`config.mk`:
```
export PLATFORM = sky130hd
export DESIGN_NAME = ebml_cluster_cut_filter
export DESIGN_NICKNAME = d
export VERILOG_FILES = /design/src/rtl/core/ecc_pkg.sv /design/src/rtl/core/ecc_front.sv /design/src/rtl/core/ecc_fifo.sv /design/src/rtl/core/ecc_back.sv /design/src/rtl/core/ebml_cluster_cut_filter.sv
export SDC_FILE = /design/constraint.sdc
export NUM_CORES = 1
export LEC_CHECK = 0
export BUFFER_PORTS_ARGS = -buffer_cell sky130_fd_sc_hd__buf_4
export CAP_MARGIN = 5
export CORE_MARGIN = 8
export CORE_UTILIZATION = 50
export DETAILED_ROUTE_END_ITERATION = 7
export PLACE_DENSITY = 0.79
export SKIP_LAST_GASP = 1
export SLEW_MARGIN = 0
export SYNTH_ARGS = -nofsm -noshare
export SYNTH_HDL_FRONTEND = slang
export SYNTH_SLANG_ARGS = --single-unit
```
`constraint.sdc`:
```
create_clock -name clk -period 5.74 [get_ports clk]
set_input_delay 1.148 -clock clk [delete_from_list [all_inputs] [get_ports clk]]
set_output_delay 1.148 -clock clk [all_outputs]
set_load 0.05 [all_outputs]
```
`src/rtl/core/ecc_pkg.sv`:
```
// ----------------------------------------------------------------------------
// ecc_pkg
// Shared types and constants for the EBML cluster cut filter: the cluster ID
// byte sequence and the job word passed from the front end to the back end.
// ----------------------------------------------------------------------------
package ecc_pkg;

	localparam int CUT_W   = 16;
	localparam int TOTAL_W = 16;

	// cluster ID, entry 0 is the first byte on the wire
	localparam logic [3:0][7:0] ID_SEQ = {8'h75, 8'hB6, 8'h43, 8'h1F};

	// one input's worth of output beats
	typedef struct packed {
		logic [3:0][7:0]     bytes;     // beat k carries bytes[k]
		logic [1:0]          last_idx;  // index of the final beat
		logic                start;     // first beat opens the kept cluster
		logic                empty;     // single empty end marker
		logic                eos;       // input closed the stream
		logic [TOTAL_W-1:0]  total;     // cluster count after this input
	} job_t;

endpackage

```
`src/rtl/core/ecc_front.sv`:
```
// ----------------------------------------------------------------------------
// ecc_front
// Front end: matches the cluster ID, tracks filter mode and the saturating
// cluster count, and turns each accepted byte that yields output or ends the stream into a job for the back end.
// ----------------------------------------------------------------------------
module ecc_front import ecc_pkg::*; #(
	parameter int COUNT_BITS = 16
) (
	input  logic             clk,
	input  logic             arst_n,
	input  logic             cfg_wen,
	input  logic [CUT_W-1:0] cfg_wdata,
	input  logic [7:0]       in_byte,
	input  logic             in_eos,
	input  logic             in_accept,
	output logic             job_valid,
	output job_t             job
);

	typedef enum logic [1:0] {
		MODE_HEADER = 2'd0,
		MODE_DROP   = 2'd1,
		MODE_PASS   = 2'd2
	} mode_t;

	localparam int CMP_W = (COUNT_BITS > CUT_W) ? COUNT_BITS : CUT_W;
	localparam logic [COUNT_BITS-1:0] CNT_MAX = {COUNT_BITS{1'b1}};

	mode_t                 mode_q, mode_d;
	logic [1:0]            match_q, next_len;
	logic [COUNT_BITS-1:0] cnt_q, cnt_d;
	logic [CUT_W-1:0]      cut_q;
	logic                  found, extend, keep;
	logic [CMP_W-1:0]      cnt_ext, cut_ext;
	logic [2:0]            n_beats;
	logic [3:0][7:0]       bytes;
	logic                  start, empty;

	always_comb begin
		found    = 1'b0;
		next_len = 2'd0;
		if (in_byte == ID_SEQ[0]) begin
			next_len = 2'd1;
		end else if (match_q != 2'd0 && in_byte == ID_SEQ[match_q]) begin
			if (match_q == 2'd3) begin
				found = 1'b1;
			end else begin
				next_len = match_q + 2'd1;
			end
		end
		extend = !found && ({1'b0, next_len} == ({1'b0, match_q} + 3'd1));

		cnt_d   = (found && cnt_q != CNT_MAX) ? cnt_q + 1'b1 : cnt_q;
		cnt_ext = CMP_W'(cnt_d);
		cut_ext = CMP_W'(cut_q);
		keep    = cnt_ext > cut_ext;

		bytes   = ID_SEQ;
		n_beats = 3'd0;
		start   = 1'b0;
		mode_d  = mode_q;
		case (mode_q)
			MODE_HEADER, MODE_DROP: begin
				if (found) begin
					if (keep) begin
						n_beats = 3'd4;
						start   = 1'b1;
						mode_d  = MODE_PASS;
					end else begin
						mode_d  = MODE_DROP;
					end
				end else if (mode_q == MODE_HEADER) begin
					// held prefix bytes equal the ID; the current byte follows them
					bytes[match_q] = in_byte;
					if (extend) begin
						n_beats = in_eos ? {1'b0, match_q} + 3'd1 : 3'd0;
					end else if (next_len == 2'd1) begin
						n_beats = {1'b0, match_q} + {2'b00, in_eos};
					end else begin
						n_beats = {1'b0, match_q} + 3'd1;
					end
				end
			end
			default: begin
				n_beats  = 3'd1;
				bytes[0] = in_byte;
			end
		endcase

		empty         = (n_beats == 3'd0) && in_eos;
		job_valid     = (n_beats != 3'd0) || in_eos;
		job.bytes     = empty ? '0 : bytes;
		job.last_idx  = empty ? 2'd0 : 2'(n_beats - 3'd1);
		job.start     = start;
		job.empty     = empty;
		job.eos       = in_eos;
		job.total     = cnt_ext[TOTAL_W-1:0];
	end

	always_ff @(posedge clk or negedge arst_n) begin
		if (!arst_n) begin
			mode_q  <= MODE_HEADER;
			match_q <= 2'd0;
			cnt_q   <= '0;
			cut_q   <= '0;
		end else begin
			if (cfg_wen) begin
				cut_q <= cfg_wdata;
			end
			if (in_accept) begin
				if (in_eos) begin
					mode_q  <= MODE_HEADER;
					match_q <= 2'd0;
					cnt_q   <= '0;
				end else begin
					mode_q  <= mode_d;
					match_q <= next_len;
					cnt_q   <= cnt_d;
				end
			end
		end
	end

endmodule

```
`src/rtl/core/ecc_fifo.sv`:
```
// ----------------------------------------------------------------------------
// ecc_fifo
// Short job queue between the front and back ends.
// ----------------------------------------------------------------------------
module ecc_fifo import ecc_pkg::*; #(
	parameter int DEPTH = 4
) (
	input  logic clk,
	input  logic arst_n,
	input  logic push,
	input  job_t din,
	input  logic pop,
	output job_t dout,
	output logic full,
	output logic empty
);

	localparam int PTR_W = (DEPTH > 1) ? $clog2(DEPTH) : 1;
	localparam int CNT_W = $clog2(DEPTH + 1);

	job_t             mem [DEPTH];
	logic [PTR_W-1:0] wr_ptr_q, rd_ptr_q;
	logic [CNT_W-1:0] count_q;

	assign full  = (count_q == CNT_W'(DEPTH));
	assign empty = (count_q == '0);
	assign dout  = mem[rd_ptr_q];

	always_ff @(posedge clk) begin
		if (push) begin
			mem[wr_ptr_q] <= din;
		end
	end

	always_ff @(posedge clk or negedge arst_n) begin
		if (!arst_n) begin
			wr_ptr_q <= '0;
			rd_ptr_q <= '0;
			count_q  <= '0;
		end else begin
			if (push) begin
				wr_ptr_q <= (wr_ptr_q == PTR_W'(DEPTH - 1)) ? '0 : wr_ptr_q + 1'b1;
			end
			if (pop) begin
				rd_ptr_q <= (rd_ptr_q == PTR_W'(DEPTH - 1)) ? '0 : rd_ptr_q + 1'b1;
			end
			case ({push, pop})
				2'b10:   count_q <= count_q + 1'b1;
				2'b01:   count_q <= count_q - 1'b1;
				default: count_q <= count_q;
			endcase
		end
	end

endmodule

```
`src/rtl/core/ecc_back.sv`:
```
// ----------------------------------------------------------------------------
// ecc_back
// Back end: unrolls the job at the queue head into output beats, one a
// cycle while out_ready is high, through a registered output stage.
// ----------------------------------------------------------------------------
module ecc_back import ecc_pkg::*; (
	input  logic               clk,
	input  logic               arst_n,
	input  job_t               head,
	input  logic               head_valid,
	output logic               pop,
	output logic               out_valid,
	input  logic               out_ready,
	output logic [7:0]         out_byte,
	output logic               out_byte_valid,
	output logic               out_start,
	output logic [TOTAL_W-1:0] out_total,
	output logic               out_run_last,
	output logic               out_done
);

	logic       valid_q;
	logic [1:0] idx_q;
	logic       load, last;

	assign load      = head_valid && (!valid_q || out_ready);
	assign last      = (idx_q == head.last_idx);
	assign pop       = load && last;
	assign out_valid = valid_q;

	always_ff @(posedge clk or negedge arst_n) begin
		if (!arst_n) begin
			valid_q <= 1'b0;
			idx_q   <= 2'd0;
		end else begin
			if (load) begin
				valid_q <= 1'b1;
				idx_q   <= last ? 2'd0 : idx_q + 2'd1;
			end else if (out_ready) begin
				valid_q <= 1'b0;
			end
		end
	end

	// payload holds while the beat is stalled
	always_ff @(posedge clk) begin
		if (load) begin
			out_byte       <= head.bytes[idx_q];
			out_byte_valid <= !head.empty;
			out_start      <= head.start && (idx_q == 2'd0);
			out_total      <= head.total;
			out_run_last   <= last;
			out_done       <= last && head.eos;
		end
	end

endmodule

```
`src/rtl/core/ebml_cluster_cut_filter.sv`:
```
// ----------------------------------------------------------------------------
// ebml_cluster_cut_filter
// Scans a byte stream for the EBML cluster ID, drops the first cut_count
// clusters and passes the rest, holding partial ID bytes until resolved.
// ----------------------------------------------------------------------------
// Path: each job goes through the job queue, then the registered output stage.
// Throughput: one input a cycle while each yields one beat and out_tready is
// high; an input that yields several beats holds the output stage for each,
// and the QUEUE_DEPTH-entry job queue absorbs bursts of up to four ID bytes.
// Reset: asynchronous; clears mode, match, count, cut_count and the queue.
// ----------------------------------------------------------------------------
module ebml_cluster_cut_filter import ecc_pkg::*; #(
	parameter int COUNT_BITS  = 16,
	parameter int QUEUE_DEPTH = 4
) (
	input  logic             clk,
	input  logic             arst_n,
	input  logic             cfg_wen,
	input  logic [CUT_W-1:0] cfg_wdata,   // cut_count
	input  logic             in_tvalid,
	output logic             in_tready,
	input  logic [7:0]       in_tdata,    // [7:0] in_byte
	input  logic             in_tlast,    // end_of_stream
	output logic             out_tvalid,
	input  logic             out_tready,
	output logic [23:0]      out_tdata,   // [7:0] out_byte, [23:8] cluster_total
	output logic [2:0]       out_tuser,   // [0] byte_valid, [1] cluster_start,
	                                      // [2] stream_done
	output logic             out_tlast    // run_last
);

	logic               in_accept, job_valid, fifo_push, fifo_pop;
	logic               fifo_full, fifo_empty;
	job_t               job, head;
	logic [7:0]         o_byte;
	logic               o_bvalid, o_start, o_done;
	logic [TOTAL_W-1:0] o_total;

	assign in_tready = !fifo_full;
	assign in_accept = in_tvalid && in_tready;
	assign fifo_push = in_accept && job_valid;

	ecc_front #(
		.COUNT_BITS (COUNT_BITS)
	) u_front (
		.clk       (clk),
		.arst_n    (arst_n),
		.cfg_wen   (cfg_wen),
		.cfg_wdata (cfg_wdata),
		.in_byte   (in_tdata),
		.in_eos    (in_tlast),
		.in_accept (in_accept),
		.job_valid (job_valid),
		.job       (job)
	);

	ecc_fifo #(
		.DEPTH (QUEUE_DEPTH)
	) u_fifo (
		.clk    (clk),
		.arst_n (arst_n),
		.push   (fifo_push),
		.din    (job),
		.pop    (fifo_pop),
		.dout   (head),
		.full   (fifo_full),
		.empty  (fifo_empty)
	);

	ecc_back u_back (
		.clk            (clk),
		.arst_n         (arst_n),
		.head           (head),
		.head_valid     (!fifo_empty),
		.pop            (fifo_pop),
		.out_valid      (out_tvalid),
		.out_ready      (out_tready),
		.out_byte       (o_byte),
		.out_byte_valid (o_bvalid),
		.out_start      (o_start),
		.out_total      (o_total),
		.out_run_last   (out_tlast),
		.out_done       (o_done)
	);

	assign out_tdata = {o_total, o_byte};
	assign out_tuser = {o_done, o_start, o_bvalid};

	a_pop_nonempty: assert property (@(posedge clk) disable iff (!arst_n)
		fifo_pop |-> !fifo_empty)
		else $error("job queue popped while empty");

	a_done_is_last: assert property (@(posedge clk) disable iff (!arst_n)
		out_tvalid && out_tuser[2] |-> out_tlast)
		else $error("stream_done without run_last");

	a_empty_marker: assert property (@(posedge clk) disable iff (!arst_n)
		out_tvalid && !out_tuser[0] |-> out_tuser[2] && out_tdata[7:0] == 8'h00)
		else $error("empty beat is not a clean end marker");

	a_start_byte: assert property (@(posedge clk) disable iff (!arst_n)
		out_tvalid && out_tuser[1] |-> out_tdata[7:0] == ID_SEQ[0] && out_tuser[0])
		else $error("cluster_start on a byte other than the first ID byte");

endmodule
```
Yosys cells after proc, flatten, opt, wreduce, memory -nomap -nowiden

Memory sizes are Yosys's and may differ from the RTL's.
Index checks and enable logic that the tools add are counted.

$add $sub $neg: 10
Magnitude comparators: 4
Eq/ne operators: 13
Mux-type cells: 43
Bitwise operators: 3
Reduce and logical (&&, ||, !) cells: 30

Operator list:

| kind                                                                         | number |
|---|---|
| 32-bit two-way mux                                                           | 3 |
| 8-bit binary-select mux with 2-bit select                                    | 2 |
| 16-bit two-way mux                                                           | 2 |
| 8-bit two-way mux                                                            | 4 |
| 2-bit two-way mux                                                            | 12 |
| 24-bit two-way mux                                                           | 1 |
| 3-bit two-way mux                                                            | 7 |
| 18-bit inverter                                                              | 1 |
| 18-bit bitwise OR                                                            | 1 |
| 16-bit by 1-bit adder with 16-bit output, second input constant              | 1 |
| 8-bit demux with 2-bit select                                                | 1 |
| 16-bit greater-than comparator                                               | 1 |
| 16-bit inequality test, second input constant                                | 1 |
| 14-bit bitwise AND                                                           | 1 |
| 1-bit logical AND                                                            | 11 |
| 1-bit two-way mux                                                            | 10 |
| 2-bit nonzero test                                                           | 5 |
| 2-bit by 1-bit adder with 2-bit output, second input constant                | 4 |
| 2-bit == test, second input constant                                         | 4 |
| 8-bit by 5-bit == test with 1-bit output, second input constant              | 1 |
| 8-bit == test                                                                | 1 |
| 2-bit by 1-bit == test with 1-bit output, second input constant              | 3 |
| 3-bit zero test                                                              | 2 |
| 2-bit by 3-bit less-than comparator with 1-bit output, second input constant | 2 |
| other kinds (16)                                                             | 22 |

Flip-flop bits (word level): 74
RAM bits: 212
Memories: 1

Memories:

| memory     | words | bits a word | rd ports | clocked after Yosys merged registers in | write ports | RTL line       | RTL |
|---|---|---|---|---|---|---|---|
| u_fifo.mem | 4     | 53          | 1        | 0                                       | 1           | ecc_fifo.sv:21 | `job_t mem [DEPTH];` |

Depth between registers and ports, before layout

Gate-level depths: netlist of run 1.

Depth after elaboration: 17
Gate-level depth with buffers: 23
Depth with buffers taken out: 22

Hierarchy

A second synthesis of run 1 with hierarchy kept.

Cell total of the unflattened synthesis: 747
Area, all modules: 12475.7 um2

Modules (own cells, without submodules):

| module                  | instances | cells each | area each (um2) | sequential area each (um2) |
|---|---|---|---|---|
| ecc_fifo                | 1         | 315        | 8135.3          | 6541.3 |
| ecc_front               | 1         | 367        | 3066.7          | 900.9 |
| ecc_back                | 1         | 58         | 1228.7          | 915.9 |
| ebml_cluster_cut_filter | 1         | 7          | 45.0            | 0.0 |

Least setup slack after synthesis of run 1

Ideal clock, no wire load.

Path type: in2reg
Start: input port in_tdata[3]
End: memory u_fifo.mem[0][0] (netlist name) (enable)
Setup time: 416 ps
Data arrival time: 5586 ps
Slack: -262 ps
Stages on the path: 14
Buffers on the path: 0
Path through: inv_1 -> ha_1 -> nand4_1 -> or4_4 -> nor3_4 -> nand4_2 -> or3_1 -> xnor2_1 -> ha_1 -> nand4_1 -> a2111oi_0 -> o31a_2 -> o31a_1 -> and2_1

RTL lines:

| item        | RTL line                      | RTL |
|---|---|---|
| from (decl) | ebml_cluster_cut_filter.sv:22 | `input logic [7:0] in_tdata,` |
| to (decl)   | ecc_fifo.sv:21                |  |

==> impl_metrics.prom, run 1 <==
# TYPE chip_impl_metric gauge
chip_impl_info{name="run_status",value="complete, no violations"} 1
chip_impl_metric{name="vias_per_cell",unit=""} 5.66
chip_impl_metric{name="cellPowerDensity",unit="nW/um^2"} 463
chip_impl_metric{name="synth_edf_count",unit=""} 240
chip_impl_metric{name="final_max_slew_viol_count",unit=""} 0
chip_impl_metric{name="clk_pin_slew_worst_paths",unit="ns"} 0.06
chip_impl_metric{name="worstPathBufferInverterCount",unit=""} 3
chip_impl_metric{name="total_power",unit="uW"} 6540
chip_impl_metric{name="peak_supply_drop",unit="V"} 0.000226
chip_impl_metric{name="worst_hold_slack",unit="ns"} 0.518
chip_impl_metric{name="skew",unit="ns"} 0.0141
chip_impl_metric{name="post-place-ws",unit="ns"} -0.0844
chip_impl_info{name="ys.flop_type",value="edfxtp_1"} 1
chip_impl_metric{name="layout_worst_path_cycle_share",unit=""} 0.933
chip_impl_info{name="crit_family",value="simple AND/OR/NAND/NOR gates"} 1
chip_impl_metric{name="finalNonFillerCells",unit=""} 1172
chip_impl_info{name="worstSetupEndpointType",value="flip-flop"} 1
chip_impl_metric{name="num_antenna_cells",unit=""} 0
chip_impl_info{name="grt_setup_unrepaired",value="false"} 1
chip_impl_metric{name="share_of_synthesized_registers_carrying_an_async_set_or_reset",unit=""} 0.161
chip_impl_metric{name="arrival",unit="ns"} 5.81
chip_impl_metric{name="coreArea",unit="sq um"} 24200
chip_impl_metric{name="route.detailed.drc",unit=""} 0
chip_impl_info{name="synth.most_common_cell",value="edfxtp_1"} 1
chip_impl_metric{name="max_cap_violations",unit=""} 0
chip_impl_metric{name="buffer_ports.inserted",unit=""} 59
chip_impl_metric{name="ctsHoldBuffers",unit=""} 0
chip_impl_metric{name="post_route_cells_drive_above_1_share",unit=""} 0.264
chip_impl_metric{name="hpwlAfterDp",unit="microns"} 15300
chip_impl_info{name="crit_path_top_delay_cell",value="o41ai_1"} 1
chip_impl_metric{name="grt_first_pass_wirelength",unit="microns"} 38400
chip_impl_metric{name="yosys.area_share.xor_xnor",unit=""} 0.0157
chip_impl_info{name="combinational_family_with_the_most_area_after_synthesis",value="multiplexers"} 1
chip_impl_metric{name="start_util",unit=""} 0.506
chip_impl_metric{name="synth-simple-area-share",unit=""} 0.0659
chip_impl_metric{name="filler_cell_count",unit=""} 1791
chip_impl_metric{name="antenna_found_initial",unit=""} 0
chip_impl_metric{name="final.setup.worst_slack",unit="ns"} 0.384
chip_impl_metric{name="grt_overflow",unit=""} 0
chip_impl_metric{name="drt-pass1-iter-count",unit=""} 5
chip_impl_metric{name="final_period_minus_worst_setup_slack",unit="ns"} 5.36
chip_impl_metric{name="clkSinkCount",unit=""} 286
chip_impl_metric{name="final-hold-violation-count",unit=""} 0
chip_impl_metric{name="die_area",unit="sq um"} 29800
chip_impl_metric{name="cellLeakagePower",unit="uW"} 0.00505
chip_impl_metric{name="dr_total_vias",unit=""} 6634
chip_impl_metric{name="largest_net_degree_at_the_start_of_global_routing",unit=""} 54
chip_impl_metric{name="ys.warnings.count",unit=""} 0
chip_impl_metric{name="post_synth_instance_area",unit="sq um"} 12300
chip_impl_info{name="ys_top_cells_by_count",value="edfxtp_1 (240), mux4_2 (61), dfrtp_1 (46)"} 1
chip_impl_metric{name="synth_compound_area_frac",unit=""} 0.0518
chip_impl_info{name="cts_tree",value="built"} 1
chip_impl_metric{name="first_global_vias",unit=""} 7029
chip_impl_metric{name="route.antenna.remaining_nets",unit=""} 0
chip_impl_metric{name="worst-slew-pin-transition",unit="ns"} 0.917
chip_impl_metric{name="synth_top_cell_area_share",unit=""} 0.587
chip_impl_info{name="crit_path_start_kind",value="flip-flop"} 1
chip_impl_metric{name="post_synthesis_instance_total",unit=""} 737
chip_impl_metric{name="area.growth.synth_to_final",unit="%"} 15.1
chip_impl_metric{name="yosys_register_bits",unit=""} 286
chip_impl_metric{name="post-place-cells",unit=""} 1123
chip_impl_metric{name="drt-total-wl",unit="microns"} 23700
chip_impl_metric{name="yosys-mux-area-fraction",unit=""} 0.119
chip_impl_metric{name="yosys.cell_types.count",unit=""} 63
chip_impl_info{name="clock-root-buffer",value="clkbuf_16"} 1
chip_impl_metric{name="gp_congestion",unit=""} 0.879
chip_impl_metric{name="grtUsageTotal",unit=""} 0.159
chip_impl_metric{name="wl_per_cell",unit="microns"} 20.3
chip_impl_metric{name="die_h",unit="microns"} 173
chip_impl_metric{name="final-setup-viol-count",unit=""} 0
chip_impl_info{name="critPathKind",value="flip-flop to flip-flop"} 1
chip_impl_info{name="yosys-top-cells-area",value="edfxtp_1 (59%), mux4_2 (11%), dfrtp_1 (9.4%)"} 1
chip_impl_metric{name="post_cts_buffers",unit=""} 0
chip_impl_metric{name="worst_reg2reg_setup_slack",unit="ns"} 0.38
chip_impl_info{name="post-synth-top-area-cell",value="edfxtp_1"} 1
chip_impl_info{name="min_path_type",value="flip-flop to flip-flop"} 1
chip_impl_metric{name="syn_nets",unit=""} 805
chip_impl_metric{name="critPathMaxStageDelay",unit="ns"} 0.48
chip_impl_metric{name="htree_num_levels",unit=""} 1
chip_impl_metric{name="cts_buffers",unit=""} 27
chip_impl_metric{name="ctsLongestPathBuffers",unit=""} 3
chip_impl_metric{name="worst_path_max_fanout",unit=""} 8
chip_impl_metric{name="synthAdderAreaFrac",unit=""} 0.0393
chip_impl_info{name="crit_path_frequent_cell",value="ha_1"} 1
chip_impl_metric{name="max_freq",unit="GHz"} 0.187
chip_impl_metric{name="die_w",unit="microns"} 173
chip_impl_metric{name="clock_latency_on_the_worst_skew_pair",unit="ns"} 0.53
chip_impl_metric{name="synth_seq_area_share",unit=""} 0.681
chip_impl_info{name="timing.critical_path.cells",value="buf_4 -> ha_1 -> ha_1 -> nand4_1 -> or4_4 -> nor3_4 -> nand4_2 -> or3_1 -> xnor2_2 -> ha_1 -> nand4_1 -> o41ai_1 -> nor4_1 -> o31a_2 -> o31a_1 -> inv_1 -> ha_1 -> inv_1 -> fa_1 -> xor2_1 -> nor2_1 -> xor2_1"} 1
chip_impl_metric{name="postLayoutCoreUtil",unit=""} 0.583
chip_impl_metric{name="num-nets-final",unit=""} 896
chip_impl_metric{name="syn_area_per_cell",unit="sq um"} 16.7
chip_impl_metric{name="detailed_router_s_first_iteration_violation_count",unit=""} 557
chip_impl_metric{name="maxSlewHeadroom",unit=""} 0.389
chip_impl_metric{name="crit_required",unit="ns"} 6.19
chip_impl_metric{name="placementRows",unit=""} 57
chip_impl_metric{name="io_pins",unit=""} 60
-- logic make-up (layout without fill, tap and decap cells) --
kind of cell | Yosys count | in the layout
and+or+nand+nor | 149 | 149
muxes | 69 | 69
buffers and inverters | 78 | 189
xor gates and xnor gates | 22 | 22
adders and majority gates | 38 | 38
AOI/OAI and AO/OA | 95 | 95
DFF | 286 | 286
-- where the power goes --
part / internal (uW) / total [uW] / leakage, uW / switching, uW
Combinational: 766 / 1850 / 0.00192 / 1090
Sequential: 2760 / 3000 / 0.00271 / 239
Clock: 960 / 1680 / 0.000418 / 724
-- final cells by class --
type / instances / area, sq um / share of cell area
Inverter: 44 / 165 / 0.0117
Multi-Input combinational cell: 373 / 3610 / 0.255
Tap cell: 324 / 405 / 0.0287
Clock buffer: 34 / 742 / 0.0525
Sequential cell: 286 / 8360 / 0.592
Clock inverter: 15 / 106 / 0.00752
Timing Repair Buffer: 96 / 746 / 0.0528
-- cells in the final DEF, fill, tap and decap left out, types with 6 or more instances in the layout --
master and count:
edfxtp_1 240, buf_4 94, mux4_2 61, nand2_1 45
dfrtp_1 44, inv_1 43, ha_1 37, o21ai_0 32
clkbuf_16 27, nor2_1 24, and3_1 14, xnor2_1 14
o21a_1 14, a21oi_1 11, nor3_1 10, nand3_1 9
mux2_2 8, xor2_1 7, nand4_1 7, clkinv_1 6
-- path summary, 6_finish.rpt --
check / from / end / cells after the start
worst max-delay path: u_front.match_q[0]$_DFFE_PN0P_ / u_fifo.count_q[2]$_DFFE_PN0P_ / 22
worst min-delay path: u_fifo.count_q[2]$_DFFE_PN0P_ / u_fifo.count_q[2]$_DFFE_PN0P_ / 1
worst max register to register: u_front.match_q[0]$_DFFE_PN0P_ / u_fifo.count_q[2]$_DFFE_PN0P_ / 22
worst min register to register: u_fifo.count_q[2]$_DFFE_PN0P_ / u_fifo.count_q[2]$_DFFE_PN0P_ / 1
max in group asynchronous: arst_n / u_fifo.rd_ptr_q[0]$_DFFE_PN0P_ / 1
min in group asynchronous: arst_n / u_front.cut_ext[13]$_DFFE_PN0P_ / 1
-- worst reg2reg max path, delay by kind of cell, from the launching register on --
| family | cells | cell delay, ns |
|---|---|---|
| AO/OA/AOI/OAI | 3 | 0.92 |
| adder cells (fa/ha/maj) | 5 | 1.51 |
| buffers and inverters | 3 | 0.29 |
| AND/OR/NAND/NOR | 8 | 1.68 |
| XOR/XNOR | 3 | 0.50 |
| flip-flops | 1 | 0.37 |
-- timing repair --
action | CTS | global route
setup endpoints to repair | 0 | 1
hold endpoints to repair | 0 | 0
resized for setup | 0 | 1
-- flip-flops by register name (all words and copies together) (netlist names), 3 cells and up --
name,count
u_front.cut_ext,16
u_front.cnt_q,16
u_back.out_total,16
u_back.out_byte,8
u_fifo.mem,212
u_fifo.count_q,3
-- per-layer routing --
layer	wire, microns	part of all wire	vias up	global-route usage
met2	11500	0.48	194	0.261
met1	10300	0.43	3355	0.215
met4	514	0.022	0	0.0464
met3	1410	0.059	39	0.0272
li1	-	-	3046	-
met5	0	0	-	0
-- per-stage QoR --
step | setup TNS [ns] | instance area (sq um)
2_1_floorplan | 0 | 12300
3_3_place_gp | 0 | 13300
3_5_place_dp | -0.0844 | 13300
4_1_cts | 0 | 14100
5_1_grt | 0 | 14100
6_report | 0 | 14100
Note: power is estimated with default switching activity, not from simulation.
==> run 2, diff against run 1 <==
Settings changed: RECOVER_POWER set to 50.
==> impl_metrics.prom, run 2 (same netlist as run 1, synthesis figures left out) <==
# TYPE chip_impl_metric gauge
chip_impl_metric{name="grt_met1_use",unit=""} 0.215
chip_impl_metric{name="clockPowerShare",unit=""} 0.261
chip_impl_info{name="min_path_type",value="flip-flop to flip-flop"} 1
chip_impl_info{name="hold-path-endpoint",value="u_fifo.count_q[2]$_DFFE_PN0P_"} 1
chip_impl_metric{name="grt_overflow",unit=""} 0
chip_impl_metric{name="grtUsageTotal",unit=""} 0.159
chip_impl_metric{name="worst-slew-pin-transition",unit="ns"} 2.72
chip_impl_metric{name="skew",unit="ns"} 0.0111
chip_impl_metric{name="clk_pin_slew_worst_paths",unit="ns"} 0.06
chip_impl_metric{name="cellLeakagePower",unit="uW"} 0.00485
chip_impl_info{name="crit-reg2reg-capture",value="u_fifo.mem[0][43]$_DFFE_PP_"} 1
chip_impl_metric{name="buffer_ports.inserted",unit=""} 59
chip_impl_metric{name="wl_per_cell",unit="microns"} 20.3
chip_impl_metric{name="num_antenna_cells",unit=""} 0
chip_impl_info{name="critPathKind",value="flip-flop to flip-flop"} 1
chip_impl_metric{name="cts_buffers",unit=""} 27
chip_impl_metric{name="start_util",unit=""} 0.506
chip_impl_info{name="timing.critical_path.cells",value="buf_4 -> ha_1 -> ha_1 -> nand4_1 -> or4_4 -> nor3_4 -> buf_4 -> nand2_1 -> mux2_1 -> ha_1 -> nand4_1 -> a2111oi_0 -> o31a_2 -> clkbuf_1 -> or3_1 -> inv_2 -> nor3b_1"} 1
chip_impl_info{name="regToRegStartpoint",value="u_front.match_q[0]$_DFFE_PN0P_"} 1
chip_impl_metric{name="vias_per_cell",unit=""} 5.69
chip_impl_metric{name="gp_congestion",unit=""} 0.879
chip_impl_metric{name="clock_latency_on_the_worst_skew_pair",unit="ns"} 0.53
chip_impl_metric{name="first_global_vias",unit=""} 7029
chip_impl_metric{name="post-place-ws",unit="ns"} -0.0844
chip_impl_info{name="crit_path_frequent_cell",value="ha_1"} 1
chip_impl_metric{name="die_h",unit="microns"} 173
chip_impl_info{name="crit_path_top_delay_cell",value="nor3b_1"} 1
chip_impl_metric{name="placed_area",unit="sq um"} 13300
chip_impl_metric{name="antenna_found_initial",unit=""} 0
chip_impl_metric{name="dr_total_vias",unit=""} 6668
chip_impl_metric{name="power_switching",unit="uW"} 2050
chip_impl_metric{name="die_w",unit="microns"} 173
chip_impl_metric{name="clkSinkCount",unit=""} 286
chip_impl_metric{name="max_freq",unit="GHz"} 0.185
chip_impl_info{name="crit_path_start_kind",value="flip-flop"} 1
chip_impl_info{name="failed_checks",value="max-capacitance violations, max-slew violations"} 1
chip_impl_metric{name="final-setup-viol-count",unit=""} 0
chip_impl_metric{name="post_route_cells_drive_above_1_share",unit=""} 0.196
chip_impl_metric{name="max_cap_violations",unit=""} 4
chip_impl_metric{name="largest_reg_flops",unit=""} 212
chip_impl_metric{name="crit_required",unit="ns"} 5.97
chip_impl_metric{name="stdcell_area",unit="sq um"} 13900
chip_impl_metric{name="route.antenna.remaining_nets",unit=""} 0
chip_impl_metric{name="peak_supply_drop",unit="V"} 0.000216
chip_impl_metric{name="coreArea",unit="sq um"} 24200
chip_impl_metric{name="io_pins",unit=""} 60
chip_impl_metric{name="drt-total-wl",unit="microns"} 23800
chip_impl_metric{name="internal-power",unit="uW"} 4400
chip_impl_metric{name="grt_use_met2",unit=""} 0.261
chip_impl_info{name="worstSetupEndpointType",value="flip-flop"} 1
chip_impl_metric{name="final_max_slew_viol_count",unit=""} 152
chip_impl_info{name="largest-register",value="u_fifo.mem"} 1
chip_impl_metric{name="worst_reg2reg_setup_slack",unit="ns"} 0.33
chip_impl_metric{name="worst-r2r-cell-count",unit=""} 17
chip_impl_metric{name="area.growth.synth_to_final",unit="%"} 13.3
chip_impl_metric{name="grt_first_pass_wirelength",unit="microns"} 38400
chip_impl_info{name="grt_setup_unrepaired",value="false"} 1
chip_impl_metric{name="power.combinational.fraction",unit=""} 0.273
chip_impl_info{name="clock-root-buffer",value="clkbuf_16"} 1
chip_impl_metric{name="worst_path_max_fanout",unit=""} 12
chip_impl_metric{name="power.switching_fraction",unit=""} 0.318
chip_impl_metric{name="htree_num_levels",unit=""} 1
chip_impl_metric{name="post-place-cells",unit=""} 1123
chip_impl_metric{name="detailed_router_s_first_iteration_violation_count",unit=""} 583
chip_impl_metric{name="grtUsageMet3",unit=""} 0.0272
chip_impl_metric{name="maxSlewHeadroom",unit=""} -0.810
chip_impl_metric{name="min_delay_path_depth",unit=""} 1
chip_impl_metric{name="p_seq_frac",unit=""} 0.466
chip_impl_metric{name="post_cts_buffers",unit=""} 0
chip_impl_metric{name="placementRows",unit=""} 57
chip_impl_metric{name="route.detailed.drc",unit=""} 0
chip_impl_info{name="layout.cells.most_common",value="edfxtp_1"} 1
chip_impl_metric{name="die_area",unit="sq um"} 29800
chip_impl_metric{name="finalNonFillerCells",unit=""} 1172
chip_impl_info{name="run_status",value="complete, but fails checks"} 1
chip_impl_info{name="busiest_layer",value="met2"} 1
chip_impl_metric{name="cellPowerDensity",unit="nW/um^2"} 464
chip_impl_metric{name="arrival",unit="ns"} 5.64
chip_impl_metric{name="largest_net_degree_at_the_start_of_global_routing",unit=""} 54
chip_impl_metric{name="drt-pass1-iter-count",unit=""} 5
chip_impl_metric{name="layout_worst_path_cycle_share",unit=""} 0.942
chip_impl_metric{name="total_power",unit="uW"} 6450
chip_impl_info{name="cts_tree",value="built"} 1
chip_impl_metric{name="hpwlAfterDp",unit="microns"} 15300
chip_impl_metric{name="final_period_minus_worst_setup_slack",unit="ns"} 5.41
chip_impl_metric{name="critPathMaxStageDelay",unit="ns"} 0.62
chip_impl_info{name="most_used_cells_in_the_layout_excluding_fill_and_tap_cells",value="edfxtp_1 (240), mux4_2 (61), clkbuf_1 (56)"} 1
chip_impl_metric{name="final.setup.worst_slack",unit="ns"} 0.331
chip_impl_metric{name="num-nets-final",unit=""} 896
chip_impl_metric{name="final-hold-violation-count",unit=""} 0
chip_impl_metric{name="ctsLongestPathBuffers",unit=""} 3
chip_impl_info{name="hold_path_startpoint",value="u_fifo.count_q[2]$_DFFE_PN0P_"} 1
[run 2: cell count changes in the layout (fill, tap and decap cells not counted), sizes merged]
| cell | before | now |
|---|---|---|
| buf | 96 | 41 |
| clkbuf | 34 | 89 |
[run 2: what timing repair did]
item	CTS	global route
setup endpoints to repair	0	1
gates resized for setup	0	1
hold buffers	0	0
endpoints found under the hold margin	0	0
[run 2: area by class of cell]
class	count	area, sq um
sequential	286	8360
tap	324	405
clock buffer	34	742
fill	1843	10300
inverter	44	165
multi-input combinational	373	3600
timing repair buffer	96	526
clock inverter	15	106
[run 2: power by group through the flow]
stage / logic (uW) / registers (uW) / clock network, uW
2_1_floorplan: 1110 / 3240 / 0
3_3_place_gp: 1850 / 3030 / 0
3_5_place_dp: 1880 / 3050 / 0
4_1_cts: 1890 / 3010 / 1720
5_1_grt: 1900 / 3050 / 1800
6_report: 1760 / 3000 / 1680
[run 2: through the flow]
stage | hold WS (ns) | utilization | setup TNS (ns)
finish | 0.518 | 0.573 | 0
floorplan | 0.455 | - | 0
CTS | 0.512 | 0.583 | 0
global placement | 0.492 | 0.548 | 0
global route | 0.554 | 0.573 | 0
detailed placement | 0.499 | 0.548 | -0.0844
[run 2: worst max-delay path by stage]
| stage | to | cells after the start | startpoint | slack, ns |
|---|---|---|---|---|
| after floorplan | u_fifo.count_q[2]$_DFFE_PN0P_ | 20 | in_tdata[3] | 0.26 |
| after global placement | u_fifo.count_q[2]$_DFFE_PN0P_ | 20 | in_tdata[0] | 0.13 |
| after detailed placement | u_fifo.count_q[2]$_DFFE_PN0P_ | 21 | in_tdata[0] | -0.08 |
| after CTS | u_fifo.count_q[2]$_DFFE_PN0P_ | 22 | u_front.match_q[0]$_DFFE_PN0P_ | 0.33 |
| after global routing | u_fifo.count_q[2]$_DFFE_PN0P_ | 22 | u_front.match_q[0]$_DFFE_PN0P_ | 0.03 |
| final | u_fifo.mem[0][43]$_DFFE_PP_ | 17 | u_front.match_q[0]$_DFFE_PN0P_ | 0.33 |
[run 2: per-layer routing]
metal	up-vias	routed length (microns)
met1	3365	10300
met2	207	11600
met4	0	520
li1	3056	-
met5	-	0
met3	40	1420
[run 2: worst max-delay path: cells and delay by family, from the launching register on]
| family | cells | cell delay [ns] |
|---|---|---|
| compound gates | 2 | 0.64 |
| fa+ha+maj | 3 | 0.94 |
| buf+inv | 4 | 0.82 |
| flops | 1 | 0.37 |
| mux | 1 | 0.45 |
| simple gates | 7 | 1.88 |
==> run 3, diff against run 2 <==
==> constraint.sdc (replaced) <==
create_clock -name clk -period 5.74 [get_ports clk]
set_input_delay 0.574 -clock clk [delete_from_list [all_inputs] [get_ports clk]]
set_output_delay 0.574 -clock clk [all_outputs]
set_load 0.05 [all_outputs]
==> impl_metrics.prom, run 3 (same netlist as run 1, synthesis figures left out) <==
# TYPE chip_impl_metric gauge
chip_impl_info{name="run_status",value="complete, but fails checks"} 1
chip_impl_info{name="failed_checks",value="max-capacitance violations, max-slew violations"} 1
chip_impl_metric{name="maxSlewHeadroom",unit=""} -0.780
chip_impl_metric{name="drt-total-wl",unit="microns"} 25100
chip_impl_metric{name="grt_first_pass_wirelength",unit="microns"} 39300
chip_impl_metric{name="wl_per_cell",unit="microns"} 21.6
chip_impl_metric{name="power_switching",unit="uW"} 2130
chip_impl_metric{name="first_global_vias",unit=""} 6841
chip_impl_metric{name="ctsHoldBuffers",unit=""} 0
chip_impl_metric{name="die_h",unit="microns"} 173
chip_impl_metric{name="cts_buffers",unit=""} 28
chip_impl_metric{name="ctsLongestPathBuffers",unit=""} 3
chip_impl_info{name="most_used_cells_in_the_layout_excluding_fill_and_tap_cells",value="edfxtp_1 (240), mux4_2 (61), nand2_1 (45)"} 1
chip_impl_metric{name="critPathMaxStageDelay",unit="ns"} 0.49
chip_impl_metric{name="grt_overflow",unit=""} 0
chip_impl_metric{name="worst_reg2reg_setup_slack",unit="ns"} 0.20
chip_impl_metric{name="skew",unit="ns"} 0.0185
chip_impl_metric{name="internal-power",unit="uW"} 4650
chip_impl_info{name="timing.critical_path.cells",value="buf_4 -> ha_1 -> ha_1 -> nand4_1 -> or4_4 -> nor3_4 -> buf_4 -> and4b_1 -> xor2_2 -> ha_1 -> nand4_1 -> o311ai_0 -> o31a_2 -> o31a_1 -> inv_1 -> ha_1 -> inv_1 -> fa_1 -> xor2_1 -> nor2_1 -> xor2_1"} 1
chip_impl_metric{name="drt-pass1-iter-count",unit=""} 5
chip_impl_info{name="busiest_layer",value="met2"} 1
chip_impl_metric{name="detailed_router_s_first_iteration_violation_count",unit=""} 534
chip_impl_metric{name="crit_required",unit="ns"} 6.19
chip_impl_metric{name="io_pins",unit=""} 60
chip_impl_metric{name="vias_per_cell",unit=""} 5.82
chip_impl_metric{name="die_area",unit="sq um"} 29800
chip_impl_metric{name="num-nets-final",unit=""} 883
chip_impl_metric{name="final-hold-violation-count",unit=""} 0
chip_impl_info{name="clock-root-buffer",value="clkbuf_16"} 1
chip_impl_metric{name="final-setup-viol-count",unit=""} 0
chip_impl_metric{name="area.growth.synth_to_final",unit="%"} 15.5
chip_impl_metric{name="num_antenna_cells",unit=""} 0
chip_impl_metric{name="start_util",unit=""} 0.506
chip_impl_metric{name="peak_supply_drop",unit="V"} 0.000264
chip_impl_info{name="crit_path_top_delay_cell",value="or4_4"} 1
chip_impl_metric{name="hpwlAfterDp",unit="microns"} 16100
chip_impl_metric{name="power.switching_fraction",unit=""} 0.314
chip_impl_info{name="crit_path_frequent_cell",value="ha_1"} 1
chip_impl_info{name="min_path_type",value="primary input to flip-flop"} 1
chip_impl_metric{name="htree_num_levels",unit=""} 1
chip_impl_metric{name="arrival",unit="ns"} 5.98
chip_impl_metric{name="p_seq_frac",unit=""} 0.443
chip_impl_metric{name="dr_total_vias",unit=""} 6760
chip_impl_metric{name="placementRows",unit=""} 57
chip_impl_metric{name="max_freq",unit="GHz"} 0.181
chip_impl_metric{name="route.detailed.drc",unit=""} 0
chip_impl_metric{name="post_route_cells_drive_above_1_share",unit=""} 0.231
chip_impl_metric{name="largest_reg_flops",unit=""} 212
chip_impl_metric{name="antenna_found_initial",unit=""} 0
chip_impl_info{name="layout.cells.most_common",value="edfxtp_1"} 1
chip_impl_metric{name="clock_latency_on_the_worst_skew_pair",unit="ns"} 0.54
chip_impl_metric{name="final_period_minus_worst_setup_slack",unit="ns"} 5.54
chip_impl_metric{name="worst_path_max_fanout",unit=""} 8
chip_impl_metric{name="cellLeakagePower",unit="uW"} 0.00498
chip_impl_info{name="largest-register",value="u_fifo.mem"} 1
chip_impl_metric{name="clk_pin_slew_worst_paths",unit="ns"} 0.06
chip_impl_metric{name="stdcell_area",unit="sq um"} 14200
chip_impl_metric{name="postLayoutCoreUtil",unit=""} 0.585
chip_impl_metric{name="power.combinational.fraction",unit=""} 0.266
chip_impl_metric{name="route.antenna.remaining_nets",unit=""} 0
chip_impl_metric{name="final_max_slew_viol_count",unit=""} 106
chip_impl_info{name="cts_tree",value="built"} 1
chip_impl_metric{name="cellPowerDensity",unit="nW/um^2"} 478
chip_impl_metric{name="grt_use_met2",unit=""} 0.281
chip_impl_metric{name="largest_net_degree_at_the_start_of_global_routing",unit=""} 47
chip_impl_metric{name="grtUsageMet3",unit=""} 0.0268
chip_impl_metric{name="layout_worst_path_cycle_share",unit=""} 0.965
chip_impl_metric{name="coreArea",unit="sq um"} 24200
chip_impl_metric{name="max_cap_violations",unit=""} 3
chip_impl_metric{name="grtUsageTotal",unit=""} 0.165
chip_impl_metric{name="buffer_ports.inserted",unit=""} 59
chip_impl_info{name="critPathKind",value="flip-flop to flip-flop"} 1
chip_impl_metric{name="clkSinkCount",unit=""} 286
chip_impl_metric{name="die_w",unit="microns"} 173
chip_impl_metric{name="placed_area",unit="sq um"} 13200
chip_impl_metric{name="clockPowerShare",unit=""} 0.291
chip_impl_metric{name="grt_met1_use",unit=""} 0.219
chip_impl_metric{name="gp_congestion",unit=""} 0.903
chip_impl_info{name="crit_path_start_kind",value="flip-flop"} 1
chip_impl_metric{name="worst-slew-pin-transition",unit="ns"} 2.67
chip_impl_info{name="worstSetupEndpointType",value="flip-flop"} 1
run 3: cell types whose count changed in the layout (fill, tap and decap cells not counted), moves of 4 or more:
| cell | previous run | this run |
|---|---|---|
| xnor2_1 | 14 | 9 |
| bufinv_16 | 1 | 5 |
| clkbuf_1 | 56 | 37 |
| clkinv_1 | 6 | 1 |
| xnor2_2 | 1 | 6 |
| buf_12 | 0 | 6 |
run 3: power by group through the flow:
| stage | clock, uW | combinational (uW) | sequential, uW |
|---|---|---|---|
| floorplan | 0 | 1110 | 3250 |
| global placement | 0 | 1860 | 3030 |
| detailed placement | 0 | 1890 | 3050 |
| CTS | 2000 | 1910 | 3020 |
| global route | 2080 | 1930 | 3050 |
| finish | 1970 | 1810 | 3000 |
run 3: worst paths after layout:
check                           cells after the start                           start                              to
min in group asynchronous                           1                          arst_n  u_front.cut_ext[6]$_DFFE_PN0P_
worst min-delay path                                3                    cfg_wdata[4]  u_front.cut_ext[4]$_DFFE_PN0P_
max in group asynchronous                           1                          arst_n  u_fifo.rd_ptr_q[1]$_DFFE_PN0P_
worst max-delay path                               21  u_front.match_q[0]$_DFFE_PN0P_   u_fifo.count_q[2]$_DFFE_PN0P_
worst min register to register                      1   u_fifo.count_q[2]$_DFFE_PN0P_   u_fifo.count_q[2]$_DFFE_PN0P_
worst max register to register                     21  u_front.match_q[0]$_DFFE_PN0P_   u_fifo.count_q[2]$_DFFE_PN0P_
run 3: final cells by class:
type                    count  area [sq um]
fillers                  1771         10100
flip-flops and latches    286          8360
multi-input cells         373          3670
clock buffers              36           782
repair buffers             82           567
well taps                 324           405
clock inverters            16           235
inverters                  44           165
run 3: what timing repair did:
action,4_1_cts,5_1_grt
buffers inserted,0,2
endpoints found under the setup margin,0,88
gates resized for setup,0,14
run 3: worst max-delay path, delay by kind of cell (launching register included):
family,cells,cell delay [ns]
fa+ha+maj,5,1.38
buf+inv,4,0.47
xor+xnor,3,0.69
compound gates,3,1.06
flops,1,0.38
simple gates,6,1.47
run 3: layer usage:
layer,routed length (microns),part of all wire
met1,10200,0.41
met2,12700,0.51
met3,1750,0.070
met4,429,0.017
met5,0,0
run 3: per-stage QoR:
step | setup TNS, ns | hold slack [ns] | std cells | total power [uW] | setup WS (ns)
finish | 0 | 0.253 | 1161 | 6780 | 0.200
global route | -0.0123 | 0.249 | 1161 | 7070 | -0.0123
floorplan | 0 | 0.278 | 737 | 4360 | 0.0829
global placement | 0 | 0.485 | 1107 | 4890 | 0.368
CTS | 0 | 0.0783 | 1159 | 6920 | 0.150
detailed placement | 0 | 0.499 | 1107 | 4950 | 0.155
